### config.mk
export PLATFORM = sky130hd
export DESIGN_NAME = line_raster_pixel_stepper
export DESIGN_NICKNAME = d
export VERILOG_FILES = /design/src/sv/lrps_pkg.sv /design/src/sv/lrps_cfg.sv /design/src/sv/lrps_engine.sv /design/src/sv/lrps_addr.sv /design/src/sv/line_raster_pixel_stepper.sv
export SDC_FILE = /design/constraint.sdc
export NUM_CORES = 1
export LEC_CHECK = 0
export BUFFER_PORTS_ARGS = -buffer_cell sky130_fd_sc_hd__buf_2
export CORE_MARGIN = 1.5
export CORE_UTILIZATION = 30
export DETAILED_ROUTE_END_ITERATION = 6
export GPL_TIMING_DRIVEN = 0
export PLACE_DENSITY_LB_ADDON = 0.25
export SLEW_MARGIN = 10
export SYNTH_ARGS = -nofsm -noshare
export SYNTH_HDL_FRONTEND = slang
export SYNTH_HIERARCHICAL = 1
export SYNTH_SLANG_ARGS = --single-unit
### constraint.sdc
create_clock -name i_clk -period 22 [get_ports i_clk]
set_clock_uncertainty 0.1 [all_clocks]
set_input_delay 5.5 -clock i_clk [delete_from_list [all_inputs] [get_ports i_clk]]
set_output_delay 5.5 -clock i_clk [all_outputs]
set_load 0.05 [all_outputs]
### src/sv/lrps_pkg.sv
// ----------------------------------------------------------------------------
// Line raster pixel stepper package
// Shared codes, constants and the control record passed between stages.
// ----------------------------------------------------------------------------
`default_nettype none

package lrps_pkg;

    localparam int CFG_BITS     = 13;
    localparam int CFG_IDX_BITS = 1;
    localparam int COLOR_BITS   = 32;
    localparam int ADDR_BITS    = 24;

    localparam logic [CFG_BITS-1:0] WIDTH_RESET  = 13'd640;
    localparam logic [CFG_BITS-1:0] HEIGHT_RESET = 13'd480;

    typedef enum logic {
        MODE_LOAD = 1'b0,
        MODE_STEP = 1'b1
    } t_mode;

    typedef enum logic [CFG_IDX_BITS-1:0] {
        CFG_SURFACE_WIDTH  = 1'b0,
        CFG_SURFACE_HEIGHT = 1'b1
    } t_cfg_idx;

    typedef struct packed {
        logic valid;
        logic last;
    } t_pix_ctl;

endpackage

`default_nettype wire

### src/sv/lrps_cfg.sv
// ----------------------------------------------------------------------------
// Surface configuration registers
// Holds the surface width and height and clamps them to the largest surface.
// ----------------------------------------------------------------------------
`default_nettype none

module lrps_cfg #(
    parameter int MAX_DIM = 4096
) (
    input  wire logic                          i_clk,
    input  wire logic                          i_rst_n,
    input  wire logic                          i_cfg_we,
    input  wire logic [lrps_pkg::CFG_IDX_BITS-1:0] i_cfg_idx,
    input  wire logic [lrps_pkg::CFG_BITS-1:0] i_cfg_data,
    output logic [lrps_pkg::CFG_BITS-1:0]      o_width,
    output logic [lrps_pkg::CFG_BITS-1:0]      o_height
);

    localparam int RegMax = (1 << lrps_pkg::CFG_BITS) - 1;
    localparam int DimCap = (MAX_DIM > RegMax) ? RegMax : MAX_DIM;
    localparam logic [lrps_pkg::CFG_BITS-1:0] Cap = lrps_pkg::CFG_BITS'(DimCap);

    logic [lrps_pkg::CFG_BITS-1:0] r_width;
    logic [lrps_pkg::CFG_BITS-1:0] r_height;

    always_ff @(posedge i_clk) begin
        if (!i_rst_n) begin
            r_width  <= lrps_pkg::WIDTH_RESET;
            r_height <= lrps_pkg::HEIGHT_RESET;
        end else if (i_cfg_we) begin
            case (i_cfg_idx)
                lrps_pkg::CFG_SURFACE_WIDTH:  r_width  <= i_cfg_data;
                lrps_pkg::CFG_SURFACE_HEIGHT: r_height <= i_cfg_data;
                default: begin
                end
            endcase
        end
    end

    assign o_width  = (r_width > Cap) ? Cap : r_width;
    assign o_height = (r_height > Cap) ? Cap : r_height;

endmodule

`default_nettype wire

### src/sv/lrps_engine.sv
// ----------------------------------------------------------------------------
// Line stepping engine
// Input register, line set-up on load and one Bresenham step per step word.
// ----------------------------------------------------------------------------
`default_nettype none

module lrps_engine #(
    parameter int COORD_BITS = 16
) (
    input  wire logic                                  i_clk,
    input  wire logic                                  i_rst_n,
    input  wire logic                                  i_valid,
    output logic                                       o_ready,
    input  wire logic                                  i_mode,
    input  wire logic signed [COORD_BITS-1:0]          i_start_x,
    input  wire logic signed [COORD_BITS-1:0]          i_start_y,
    input  wire logic signed [COORD_BITS-1:0]          i_end_x,
    input  wire logic signed [COORD_BITS-1:0]          i_end_y,
    input  wire logic [lrps_pkg::COLOR_BITS-1:0]       i_line_color,
    input  wire logic [lrps_pkg::CFG_BITS-1:0]         i_width,
    input  wire logic [lrps_pkg::CFG_BITS-1:0]         i_height,
    output lrps_pkg::t_pix_ctl                         o_ctl,
    output logic signed [COORD_BITS-1:0]               o_pixel_x,
    output logic signed [COORD_BITS-1:0]               o_pixel_y,
    output logic                                       o_in_bounds,
    output logic [lrps_pkg::ADDR_BITS-1:0]             o_pixel_address,
    output logic [lrps_pkg::COLOR_BITS-1:0]            o_pixel_color,
    input  wire logic                                  i_ready
);

    localparam int DW = COORD_BITS + 1;
    localparam int TW = COORD_BITS + 4;

    // Input register
    logic                              r_in_valid;
    logic                              r_mode;
    logic signed [COORD_BITS-1:0]      r_x0;
    logic signed [COORD_BITS-1:0]      r_y0;
    logic signed [COORD_BITS-1:0]      r_x1;
    logic signed [COORD_BITS-1:0]      r_y1;
    logic [lrps_pkg::COLOR_BITS-1:0]   r_color;

    // Line state
    logic                              r_active;
    logic                              r_steep;
    logic signed [COORD_BITS-1:0]      r_major;
    logic signed [COORD_BITS-1:0]      r_major_end;
    logic signed [COORD_BITS-1:0]      r_minor;
    logic                              r_minor_neg;
    logic signed [TW-1:0]              r_decision;
    logic signed [TW-1:0]              r_inc_pos;
    logic signed [TW-1:0]              r_inc_neg;
    logic [lrps_pkg::COLOR_BITS-1:0]   r_held_color;

    // Pixel register
    logic                              r_out_valid;
    logic                              r_out_last;
    logic signed [COORD_BITS-1:0]      r_out_x;
    logic signed [COORD_BITS-1:0]      r_out_y;
    logic                              r_out_inb;
    logic [lrps_pkg::ADDR_BITS-1:0]    r_out_addr;
    logic [lrps_pkg::COLOR_BITS-1:0]   r_out_color;

    logic                              w_out_free;
    logic                              w_fire;
    logic                              w_load;
    logic                              w_step;
    logic                              n_out_valid;

    logic signed [DW-1:0]              w_dx;
    logic signed [DW-1:0]              w_dy;
    logic [DW-1:0]                     w_adx;
    logic [DW-1:0]                     w_ady;
    logic                              w_steep;
    logic signed [COORD_BITS-1:0]      w_a0;
    logic signed [COORD_BITS-1:0]      w_b0;
    logic signed [COORD_BITS-1:0]      w_a1;
    logic signed [COORD_BITS-1:0]      w_b1;
    logic                              w_swap;
    logic signed [COORD_BITS-1:0]      w_maj0;
    logic signed [COORD_BITS-1:0]      w_maj1;
    logic signed [COORD_BITS-1:0]      w_min0;
    logic signed [COORD_BITS-1:0]      w_min1;
    logic signed [DW-1:0]              w_maj_d;
    logic signed [DW-1:0]              w_min_d;
    logic signed [DW-1:0]              w_min_abs;
    logic signed [TW-1:0]              w_two_m;
    logic signed [TW-1:0]              w_maj_t;

    logic                              w_last;
    logic                              w_dec_pos;
    logic signed [COORD_BITS-1:0]      w_px;
    logic signed [COORD_BITS-1:0]      w_py;
    logic                              w_inb;
    logic [lrps_pkg::ADDR_BITS-1:0]    w_addr;

    assign w_out_free = !r_out_valid || i_ready;
    assign w_fire     = r_in_valid && w_out_free;
    assign w_load     = w_fire && (r_mode == lrps_pkg::MODE_LOAD);
    assign w_step     = w_fire && (r_mode == lrps_pkg::MODE_STEP) && r_active;
    assign o_ready    = !r_in_valid || w_out_free;

    always_ff @(posedge i_clk) begin
        if (!i_rst_n) begin
            r_in_valid <= 1'b0;
        end else if (o_ready) begin
            r_in_valid <= i_valid;
        end
    end

    always_ff @(posedge i_clk) begin
        if (o_ready && i_valid) begin
            r_mode  <= i_mode;
            r_x0    <= i_start_x;
            r_y0    <= i_start_y;
            r_x1    <= i_end_x;
            r_y1    <= i_end_y;
            r_color <= i_line_color;
        end
    end

    // Line set-up
    always_comb begin
        w_dx    = DW'(r_x1) - DW'(r_x0);
        w_dy    = DW'(r_y1) - DW'(r_y0);
        w_adx   = w_dx[DW-1] ? -w_dx : w_dx;
        w_ady   = w_dy[DW-1] ? -w_dy : w_dy;
        w_steep = !(w_ady < w_adx);
        w_a0    = w_steep ? r_y0 : r_x0;
        w_b0    = w_steep ? r_x0 : r_y0;
        w_a1    = w_steep ? r_y1 : r_x1;
        w_b1    = w_steep ? r_x1 : r_y1;
        w_swap  = w_a0 > w_a1;
        w_maj0  = w_swap ? w_a1 : w_a0;
        w_maj1  = w_swap ? w_a0 : w_a1;
        w_min0  = w_swap ? w_b1 : w_b0;
        w_min1  = w_swap ? w_b0 : w_b1;
        w_maj_d = DW'(w_maj1) - DW'(w_maj0);
        w_min_d = DW'(w_min1) - DW'(w_min0);
        w_min_abs = w_min_d[DW-1] ? -w_min_d : w_min_d;
        w_two_m = TW'(w_min_abs) <<< 1;
        w_maj_t = TW'(w_maj_d);
    end

    // Step decision
    assign w_last    = r_major >= r_major_end;
    assign w_dec_pos = !r_decision[TW-1] && (r_decision != '0);

    // Current pixel, its bounds and its word address
    assign w_px = r_steep ? r_minor : r_major;
    assign w_py = r_steep ? r_major : r_minor;

    lrps_addr #(
        .COORD_BITS (COORD_BITS)
    ) u_addr (
        .i_pixel_x       (w_px),
        .i_pixel_y       (w_py),
        .i_width         (i_width),
        .i_height        (i_height),
        .o_in_bounds     (w_inb),
        .o_pixel_address (w_addr)
    );

    always_ff @(posedge i_clk) begin
        if (!i_rst_n) begin
            r_active <= 1'b0;
        end else if (w_load) begin
            r_active <= 1'b1;
        end else if (w_step && w_last) begin
            r_active <= 1'b0;
        end
    end

    always_ff @(posedge i_clk) begin
        if (w_load) begin
            r_steep      <= w_steep;
            r_major      <= w_maj0;
            r_major_end  <= w_maj1;
            r_minor      <= w_min0;
            r_minor_neg  <= w_min_d[DW-1];
            r_decision   <= w_two_m - w_maj_t;
            r_inc_pos    <= w_two_m;
            r_inc_neg    <= w_two_m - (w_maj_t <<< 1);
            r_held_color <= r_color;
        end else if (w_step && !w_last) begin
            r_major <= r_major + COORD_BITS'(1);
            if (w_dec_pos) begin
                r_minor    <= r_minor_neg ? (r_minor - COORD_BITS'(1))
                                          : (r_minor + COORD_BITS'(1));
                r_decision <= r_decision + r_inc_neg;
            end else begin
                r_decision <= r_decision + r_inc_pos;
            end
        end
    end

    // Pixel register
    assign n_out_valid = w_step;

    always_ff @(posedge i_clk) begin
        if (!i_rst_n) begin
            r_out_valid <= 1'b0;
        end else if (w_out_free) begin
            r_out_valid <= n_out_valid;
        end
    end

    always_ff @(posedge i_clk) begin
        if (w_step) begin
            r_out_x     <= w_px;
            r_out_y     <= w_py;
            r_out_inb   <= w_inb;
            r_out_addr  <= w_addr;
            r_out_color <= r_held_color;
            r_out_last  <= w_last;
        end
    end

    assign o_ctl.valid     = r_out_valid;
    assign o_ctl.last      = r_out_last;
    assign o_pixel_x       = r_out_x;
    assign o_pixel_y       = r_out_y;
    assign o_in_bounds     = r_out_inb;
    assign o_pixel_address = r_out_addr;
    assign o_pixel_color   = r_out_color;

endmodule

`default_nettype wire

### src/sv/lrps_addr.sv
// ----------------------------------------------------------------------------
// Bounds check and address logic
// Tests the pixel against the surface and forms the word address x + y*width.
// ----------------------------------------------------------------------------
`default_nettype none

module lrps_addr #(
    parameter int COORD_BITS = 16
) (
    input  wire logic signed [COORD_BITS-1:0]          i_pixel_x,
    input  wire logic signed [COORD_BITS-1:0]          i_pixel_y,
    input  wire logic [lrps_pkg::CFG_BITS-1:0]         i_width,
    input  wire logic [lrps_pkg::CFG_BITS-1:0]         i_height,
    output logic                                       o_in_bounds,
    output logic [lrps_pkg::ADDR_BITS-1:0]             o_pixel_address
);

    localparam int CB = lrps_pkg::CFG_BITS;
    localparam int CW = (COORD_BITS > CB) ? COORD_BITS : CB;

    logic [CW-1:0]                       w_x_u;
    logic [CW-1:0]                       w_y_u;
    logic                                w_inb;
    logic [2*CB-1:0]                     w_prod;
    logic [lrps_pkg::ADDR_BITS-1:0]      w_addr;

    always_comb begin
        w_x_u  = CW'($unsigned(i_pixel_x));
        w_y_u  = CW'($unsigned(i_pixel_y));
        w_inb  = !i_pixel_x[COORD_BITS-1] && !i_pixel_y[COORD_BITS-1]
                 && (w_x_u < CW'(i_width)) && (w_y_u < CW'(i_height));
        w_prod = w_y_u[CB-1:0] * i_width;
        w_addr = w_prod[lrps_pkg::ADDR_BITS-1:0]
                 + lrps_pkg::ADDR_BITS'(w_x_u[CB-1:0]);
    end

    assign o_in_bounds     = w_inb;
    assign o_pixel_address = w_inb ? w_addr : '0;

endmodule

`default_nettype wire

### src/sv/line_raster_pixel_stepper.sv
// ----------------------------------------------------------------------------
// Line raster pixel stepper
// Bresenham line rasteriser: a load word sets up a line, each step word on
// an active line yields the next pixel, bounds flag, word address and colour.
//
//   Channel   Handshake            Direction  Carries
//   input     i_valid / o_ready    in         mode, endpoints, line colour
//   output    o_valid / i_ready    out        pixel, flags, address, colour
//   config    i_cfg_we             in         surface width and height
//
// One word is taken every cycle while the output is not stalled; a step
// word's pixel passes the input register, then the step, bounds check and
// address multiply into the result register, before it reaches the output.
// The rate is set by the step of the decision term.
// Reset is synchronous and active low and clears all valid flags and the
// active line. A stalled output stops the stages behind it only once each
// stage holds a word.
// ----------------------------------------------------------------------------
`default_nettype none

module line_raster_pixel_stepper #(
    parameter int COORD_BITS = 16,
    parameter int MAX_DIM    = 4096
) (
    input  wire logic                                  i_clk,
    input  wire logic                                  i_rst_n,
    input  wire logic                                  i_valid,
    output logic                                       o_ready,
    input  wire logic                                  i_mode,
    input  wire logic signed [COORD_BITS-1:0]          i_start_x,
    input  wire logic signed [COORD_BITS-1:0]          i_start_y,
    input  wire logic signed [COORD_BITS-1:0]          i_end_x,
    input  wire logic signed [COORD_BITS-1:0]          i_end_y,
    input  wire logic [lrps_pkg::COLOR_BITS-1:0]       i_line_color,
    output logic                                       o_valid,
    input  wire logic                                  i_ready,
    output logic signed [COORD_BITS-1:0]               o_pixel_x,
    output logic signed [COORD_BITS-1:0]               o_pixel_y,
    output logic                                       o_in_bounds,
    output logic [lrps_pkg::ADDR_BITS-1:0]             o_pixel_address,
    output logic [lrps_pkg::COLOR_BITS-1:0]            o_pixel_color,
    output logic                                       o_last_pixel,
    input  wire logic                                  i_cfg_we,
    input  wire logic [lrps_pkg::CFG_IDX_BITS-1:0]     i_cfg_idx,
    input  wire logic [lrps_pkg::CFG_BITS-1:0]         i_cfg_data
);

    logic [lrps_pkg::CFG_BITS-1:0]     w_width;
    logic [lrps_pkg::CFG_BITS-1:0]     w_height;
    lrps_pkg::t_pix_ctl                w_ctl;

    lrps_cfg #(
        .MAX_DIM (MAX_DIM)
    ) u_cfg (
        .i_clk      (i_clk),
        .i_rst_n    (i_rst_n),
        .i_cfg_we   (i_cfg_we),
        .i_cfg_idx  (i_cfg_idx),
        .i_cfg_data (i_cfg_data),
        .o_width    (w_width),
        .o_height   (w_height)
    );

    lrps_engine #(
        .COORD_BITS (COORD_BITS)
    ) u_engine (
        .i_clk           (i_clk),
        .i_rst_n         (i_rst_n),
        .i_valid         (i_valid),
        .o_ready         (o_ready),
        .i_mode          (i_mode),
        .i_start_x       (i_start_x),
        .i_start_y       (i_start_y),
        .i_end_x         (i_end_x),
        .i_end_y         (i_end_y),
        .i_line_color    (i_line_color),
        .i_width         (w_width),
        .i_height        (w_height),
        .o_ctl           (w_ctl),
        .o_pixel_x       (o_pixel_x),
        .o_pixel_y       (o_pixel_y),
        .o_in_bounds     (o_in_bounds),
        .o_pixel_address (o_pixel_address),
        .o_pixel_color   (o_pixel_color),
        .i_ready         (i_ready)
    );

    assign o_valid      = w_ctl.valid;
    assign o_last_pixel = w_ctl.last;

endmodule

`default_nettype wire

Yosys cells after proc, flatten, opt, wreduce, memory -nomap -nowiden
Index checks and enable logic that the tools add are counted.

Flip-flop bits (word level): 355. Input bits: 116. Output and inout port bits: 92. Word-level logic and storage cells: 104.

Add/subtract/negate cells: 15. $mul: 1. Magnitude comparators: 7. Mux-type cells: 26. Bitwise operators: 2. Reductions and logical operators: 27.

Operators by type and width (number): $mux 16 (16); $sub 16x16->17 (4); $mux 20 (3); $mux 17 (3); $neg 17->17 (3); $add 16x2->16 const B (2); $lt 16x13->1 (2); $gt 13x13->1 const B (2); $mux 13 (2); $add 24x13->24 (1); $mul 13x13->24 (1); $add 20x18->20 (1); $add 20x20->20 (1); $reduce_bool 20->1 (1); $sub 18x17->19 (1); $sub 18x18->19 (1); $lt 17x17->1 (1); $ge 16x16->1 (1); $gt 16x16->1 (1); $sub 16x2->16 const B (1); $logic_and 1x1->1 (11); $logic_not 1->1 (7); $reduce_and 2->1 (3); $reduce_bool 2->1 (3); other kinds (3) (6).

Longest topological paths before layout
Depth in word-level cells: 12. Gate-level depth with buffers: 80.

By module
The synthesis kept the hierarchy.

By module, submodules not included: lrps_engine (times used 1, cells an instance 1963, area each 20515.9 sq um, seq. area each 9789.4 sq um); lrps_addr (times used 1, cells an instance 805, area each 6760.2 sq um, seq. area each 0.0 sq um); lrps_cfg (times used 1, cells an instance 136, area each 1197.4 sq um, seq. area each 520.5 sq um).

Worst setup path after synthesis
Ideal clock, no wire load.

Path kind: reg2reg. Start: register u_engine.r_x0[0]. End: register u_engine.r_decision[17] (data pin). Library setup time: 272 ps. Arrival: 14860 ps. Slack: 6768 ps. Stages on the path, launching flop included: 75. Path through: edfxtp_1 -> ha_1 -> fa_1 -> nor2b_1 -> o21ai_0 -> a21boi_0 -> o21ai_0 -> a21boi_0 -> o21ai_0 -> a21boi_0 -> o21ai_0 -> a21boi_0 -> o21ai_0 -> a21boi_0 -> o21ai_0 -> a21oi_1 -> a31o_2 -> or4b_2 -> (+39 left out) -> clkbuf_1 -> a21o_1 -> ha_1 -> a21oi_1 -> o21ai_0 -> a21o_1 -> a21o_1 -> a21oi_1 -> o21ai_0 -> a21oi_1 -> o21ai_0 -> a21oi_1 -> inv_1 -> a21oi_1 -> o21ba_2 -> o21ai_2 -> and4_1 -> or4_1.

RTL lines: from (decl) (RTL line lrps_engine.sv:37) `logic signed [COORD_BITS-1:0] r_x0;`; from (signal assigned) (RTL line lrps_engine.sv:114) `r_x0 <= i_start_x;`; $sub 16x16->17 (RTL line lrps_engine.sv:124) `w_dx = DW'(r_x1) - DW'(r_x0);`; $neg 17->17 (RTL line lrps_engine.sv:126) `w_adx = w_dx[DW-1] ? -w_dx : w_dx;`; $mux 17 (RTL line lrps_engine.sv:126); $lt 17x17->1 (RTL line lrps_engine.sv:128) `w_steep = !(w_ady < w_adx);`; $mux 16, on equally long branches (RTL line lrps_engine.sv:129, lrps_engine.sv:131); $gt 16x16->1 (RTL line lrps_engine.sv:133) `w_swap = w_a0 > w_a1;`; $mux 16, on equally long branches (RTL line lrps_engine.sv:137, lrps_engine.sv:136); $sub 16x16->17 * (RTL line lrps_engine.sv:139) `w_min_d = DW'(w_min1) - DW'(w_min0);`; named net u_engine.w_min_d[16] (RTL line lrps_engine.sv:85) `logic signed [DW-1:0] w_min_d;`; $mux 17 * (RTL line lrps_engine.sv:140) `w_min_abs = w_min_d[DW-1] ? -w_min_d : w_min_d;`; named net u_engine.w_min_abs[1] (RTL line lrps_engine.sv:86) `logic signed [DW-1:0] w_min_abs;`; $sub 18x17->19 * (RTL line lrps_engine.sv:181) `r_decision <= w_two_m - w_maj_t;`; $mux 20 * (RTL line lrps_engine.sv:175) `if (w_load) begin`; to (signal assigned) (RTL line lrps_engine.sv:181); to (signal assigned) (RTL line lrps_engine.sv:190) `r_decision <= r_decision + r_inc_neg;`; to (signal assigned) (RTL line lrps_engine.sv:192) `r_decision <= r_decision + r_inc_pos;`; to (decl) (RTL line lrps_engine.sv:50) `logic signed [TW-1:0] r_decision;`.

Mark *: on every way through the listed nets, which the timed path passes. The rest lies on a longest branch. A chain may end at the register's enable or synchronous reset.

Worst setup path in the final report
Start: register u_engine.r_y0[2]. End: register u_engine.r_inc_neg[16] (data pin).

RTL lines: from (decl) (RTL line lrps_engine.sv:38) `logic signed [COORD_BITS-1:0] r_y0;`; from (signal assigned) (RTL line lrps_engine.sv:115) `r_y0 <= i_start_y;`; $sub 16x16->17 (RTL line lrps_engine.sv:125) `w_dy = DW'(r_y1) - DW'(r_y0);`; $neg 17->17 (RTL line lrps_engine.sv:127) `w_ady = w_dy[DW-1] ? -w_dy : w_dy;`; $mux 17 (RTL line lrps_engine.sv:127); $lt 17x17->1 (RTL line lrps_engine.sv:128); $mux 16, on equally long branches (RTL line lrps_engine.sv:129, lrps_engine.sv:131); $gt 16x16->1 (RTL line lrps_engine.sv:133); $mux 16, on equally long branches (RTL line lrps_engine.sv:137, lrps_engine.sv:136); $sub 16x16->17 * (RTL line lrps_engine.sv:139); named net u_engine.w_min_d[16] (RTL line lrps_engine.sv:85); $mux 17 * (RTL line lrps_engine.sv:140); named net u_engine.w_min_abs[1] (RTL line lrps_engine.sv:86); $sub 18x18->19 * (RTL line lrps_engine.sv:183) `r_inc_neg <= w_two_m - (w_maj_t <<< 1);`; to (signal assigned) (RTL line lrps_engine.sv:183); to (decl) (RTL line lrps_engine.sv:52) `logic signed [TW-1:0] r_inc_neg;`.

Marked as above.

==> key figures <==
Placement
  • Placed wire-length estimate: approximately 67 mm
  • Pre-CTS setup slack: roughly 2.3 ns
  • IO buf count: about 210
  • Placer congestion estimate: 0.914
  • Dpl cells: 4371

Clocking
  • Postcts setup bufs: 0
  • CTS Root Buffer Type: clkbuf_16
  • Clock sink total: 353
  • CTS tree: yes
  • Post-CTS sizing: 0
  • Clock H-tree levels: 2
  • Reg clk slew, reported paths: 0.06 ns
  • Max clock buf depth: 3
  • Cts hold-fix bufs: 0
  • CTS buffer count: 45
  • Skew-Pair Late Insertion Delay: 0.64 ns

Outcome
  • Status: complete, no violations

Floorplan
  • Initial core utilization: between 30% and 40%
  • Row Count: about 110
  • Ports: 208
  • Die area: 96800 um2
  • Core area: between 90000 and 100000 um2
  • Die height: 311 um
  • Die width: 311 um

Logic synthesis
  • Synth area leader: edfxtp_1
  • Adder-Cell Fraction of Synth Area: a little over a fifth
  • Most common cell in the synthesized netlist: inv_1
  • Synth Area in Simple Gates: 14.1%
  • Post-synth EDFFs: 324
  • Syn Area/Cell: around 9.8 um2
  • Yosys warns: 6
  • Synth Area in Compound Gates: between 10% and 20%
  • Syn Nets: 3424
  • Post-synthesis mux area share: 3.68%
  • Ys async rst share: 0%
  • Cell count after synthesis: ~2900
  • Post-Syn Area: 28500 um2
  • Xor and xnor fraction of the mapped netlist area: 4.85%
  • Commonest cells post-synth: 336 x inv_1, 324 x edfxtp_1, 283 x nand2_1, 268 x ha_1, 219 x nor2_1
  • Synth unique cells: 94
  • Main combinational cell family by area after synthesis: adder cells
  • Main synth FF type: edfxtp_1
  • #FFs+latches synth: 353
  • Top-area cell type share of the netlist area: around 34%
  • Post-synthesis sequential area ratio: a little over a third
  • Area contributors post-synth: edfxtp_1 34%, ha_1 12%, fa_1 9.6%, inv_1 4.4%, nand2_1 3.7%

Timing
  • Final worst slack: 2.11 ns
  • Final period util: between 90% and 100%
  • RSZ-0062 raised after global routing: no
  • Least-Margin Pin Slew: 1.21 ns
  • Worst rel slew slack: roughly a fifth
  • Setup TNS Final: 0 ns
  • Final Setup Violations: 0
  • Final hold vios: 0
  • Post-layout min period: a little under 20 ns
  • Fmax: 0.0503 GHz
  • Slew Limit Fails: 0

Route
  • DRC Markers: 0
  • DRT antenna net count: 0
  • Via-per-instance ratio: 4.84
  • Wire per inst: between 15 and 20 um
  • Drt total wl: approximately 84 mm
  • Drt first pass iters: 7
  • Starting DRT DRC Count: roughly 1500
  • Vias post-DR: 21571

Hold path
  • Min-Delay Path Class: flip-flop to flip-flop

Global routing
  • Met2 Use GR: 28.9%
  • First-pass GRT wire length: 127 mm
  • Vias in the first global route: 21602
  • Largest net degree at the start of global routing: 63
  • Met3 Usage GRT: 2.62%
  • Met1 Usage GRT: around 22%
  • Busiest grt layer: met2
  • Gr ovfl total: 0
  • Total global-route track usage: around 17%
  • Initial antenna violation count: 3

Setup path
  • CP Launch Type: flip-flop
  • Crit path kind: flip-flop to flip-flop
  • Critical path arrival: 20.13 ns
  • Nature of the critical path endpoint: flip-flop
  • Critical path peak fanout: 10
  • Critical Path Max Stage Delay: 0.67 ns
  • R2R Setup Slk: between 2 and 2.5 ns
  • Most frequent CP cell: o21ai_0
  • Worst Path Required: ~22 ns
  • Crit-path slowest cell: buf_1

Finish
  • Layout Cells excl Fill: between 4000 and 5000
  • Area Overhead vs Synth: 15.2%
  • # nets final: 3684
  • Antenna Cells: 0
  • Layout cells sized above 1: about an eighth

Run
  • Max cap viols: 0
-- layout make-up --
type / count / area, um2
Multi-Input combinational cell: 2107 / 16400
Sequential cell: 353 / 10300
Timing Repair Buffer: 213 / 1170
Clock inverter: 32 / 412
Fill cell: 9682 / 60800
Clock buffer: 51 / 1150
Buffer: 107 / 499
Inverter: 337 / 1270
Tap cell: 1254 / 1570
-- registers in the layout, indices dropped and copies added, names as in the netlist, 17 cells and up --
register                  count
u_engine/r_color             32
u_engine/o_pixel_color       32
u_engine/r_inc_pos           17
u_engine/r_inc_neg           18
u_engine/r_held_color        32
u_engine/o_pixel_address     24
u_engine/r_decision          20
-- cells in the final DEF, fill, tap and decap left out, drive strengths merged, types with 17 or more instances in the layout --
cell type / instances
nor3: 32
inv: 348
o211ai: 34
a31oi: 17
xor2: 51
buf: 248
nor2b: 39
a21o: 49
xnor2: 103
a21oi: 175
nor2: 219
or3: 25
a211oi: 34
fa: 136
clkbuf: 123
mux2: 46
nand2: 285
edfxtp: 324
mux2i: 51
dfxtp: 29
and2: 99
nand3: 35
ha: 268
a21boi: 25
and3: 17
o21ai: 177
nand4: 20
nand2b: 19
o21a: 21
-- worst paths after layout --
| path | from | to | cells after the start |
|---|---|---|---|
| worst max-delay path | u_engine/r_y0[2]$_DFFE_PP_ | u_engine/r_inc_neg[16]$_DFFE_PP_ | 76 |
| worst min register to register | u_engine/r_color[11]$_DFFE_PP_ | u_engine/r_held_color[11]$_DFFE_PP_ | 0 |
| worst min-delay path | u_engine/r_color[11]$_DFFE_PP_ | u_engine/r_held_color[11]$_DFFE_PP_ | 0 |
| worst max register to register | u_engine/r_y0[2]$_DFFE_PP_ | u_engine/r_inc_neg[16]$_DFFE_PP_ | 76 |
-- cells by family (layout without fill, tap and decap cells) --
family / count (synthesis) / count (layout)
AOI/OAI and AO/OA: 613 / 613
xor gates and xnor gates: 155 / 155
adders and majority gates: 407 / 407
buffers and inverters: 444 / 740
DFF: 353 / 353
muxes: 97 / 97
and+or+nand+nor: 835 / 835
-- per-stage QoR --
step / hold WS [ns] / util (%) / cell area [um2]
3_3_place_gp: 0.300 / 33.2 / 31100
6_report: 0.317 / 35.1 / 32800
5_1_grt: 0.325 / 35.1 / 32800
2_1_floorplan: 0.300 / - / 28500
3_5_place_dp: 0.305 / 33.4 / 31300
4_1_cts: 0.317 / 35.1 / 32800
-- critical path, delay by kind of cell, from the launching register on --
kind            cells  cell delay (ns)
simple gates       15             2.50
xor+xnor            2             0.24
buf+inv            17             6.13
flops               1             0.32
compound gates     35             8.02
fa+ha+maj           5             1.65
mux                 2             0.63
-- routing by layer --
metal	vias up	part of all wire, %
li1	10617	-
met2	595	47
met5	-	0.016
met3	153	5.1
met1	10204	44
met4	2	4.2
Power is not shown: default switching activity piles up to over one toggle a cycle in this logic, so the estimate is an artifact.
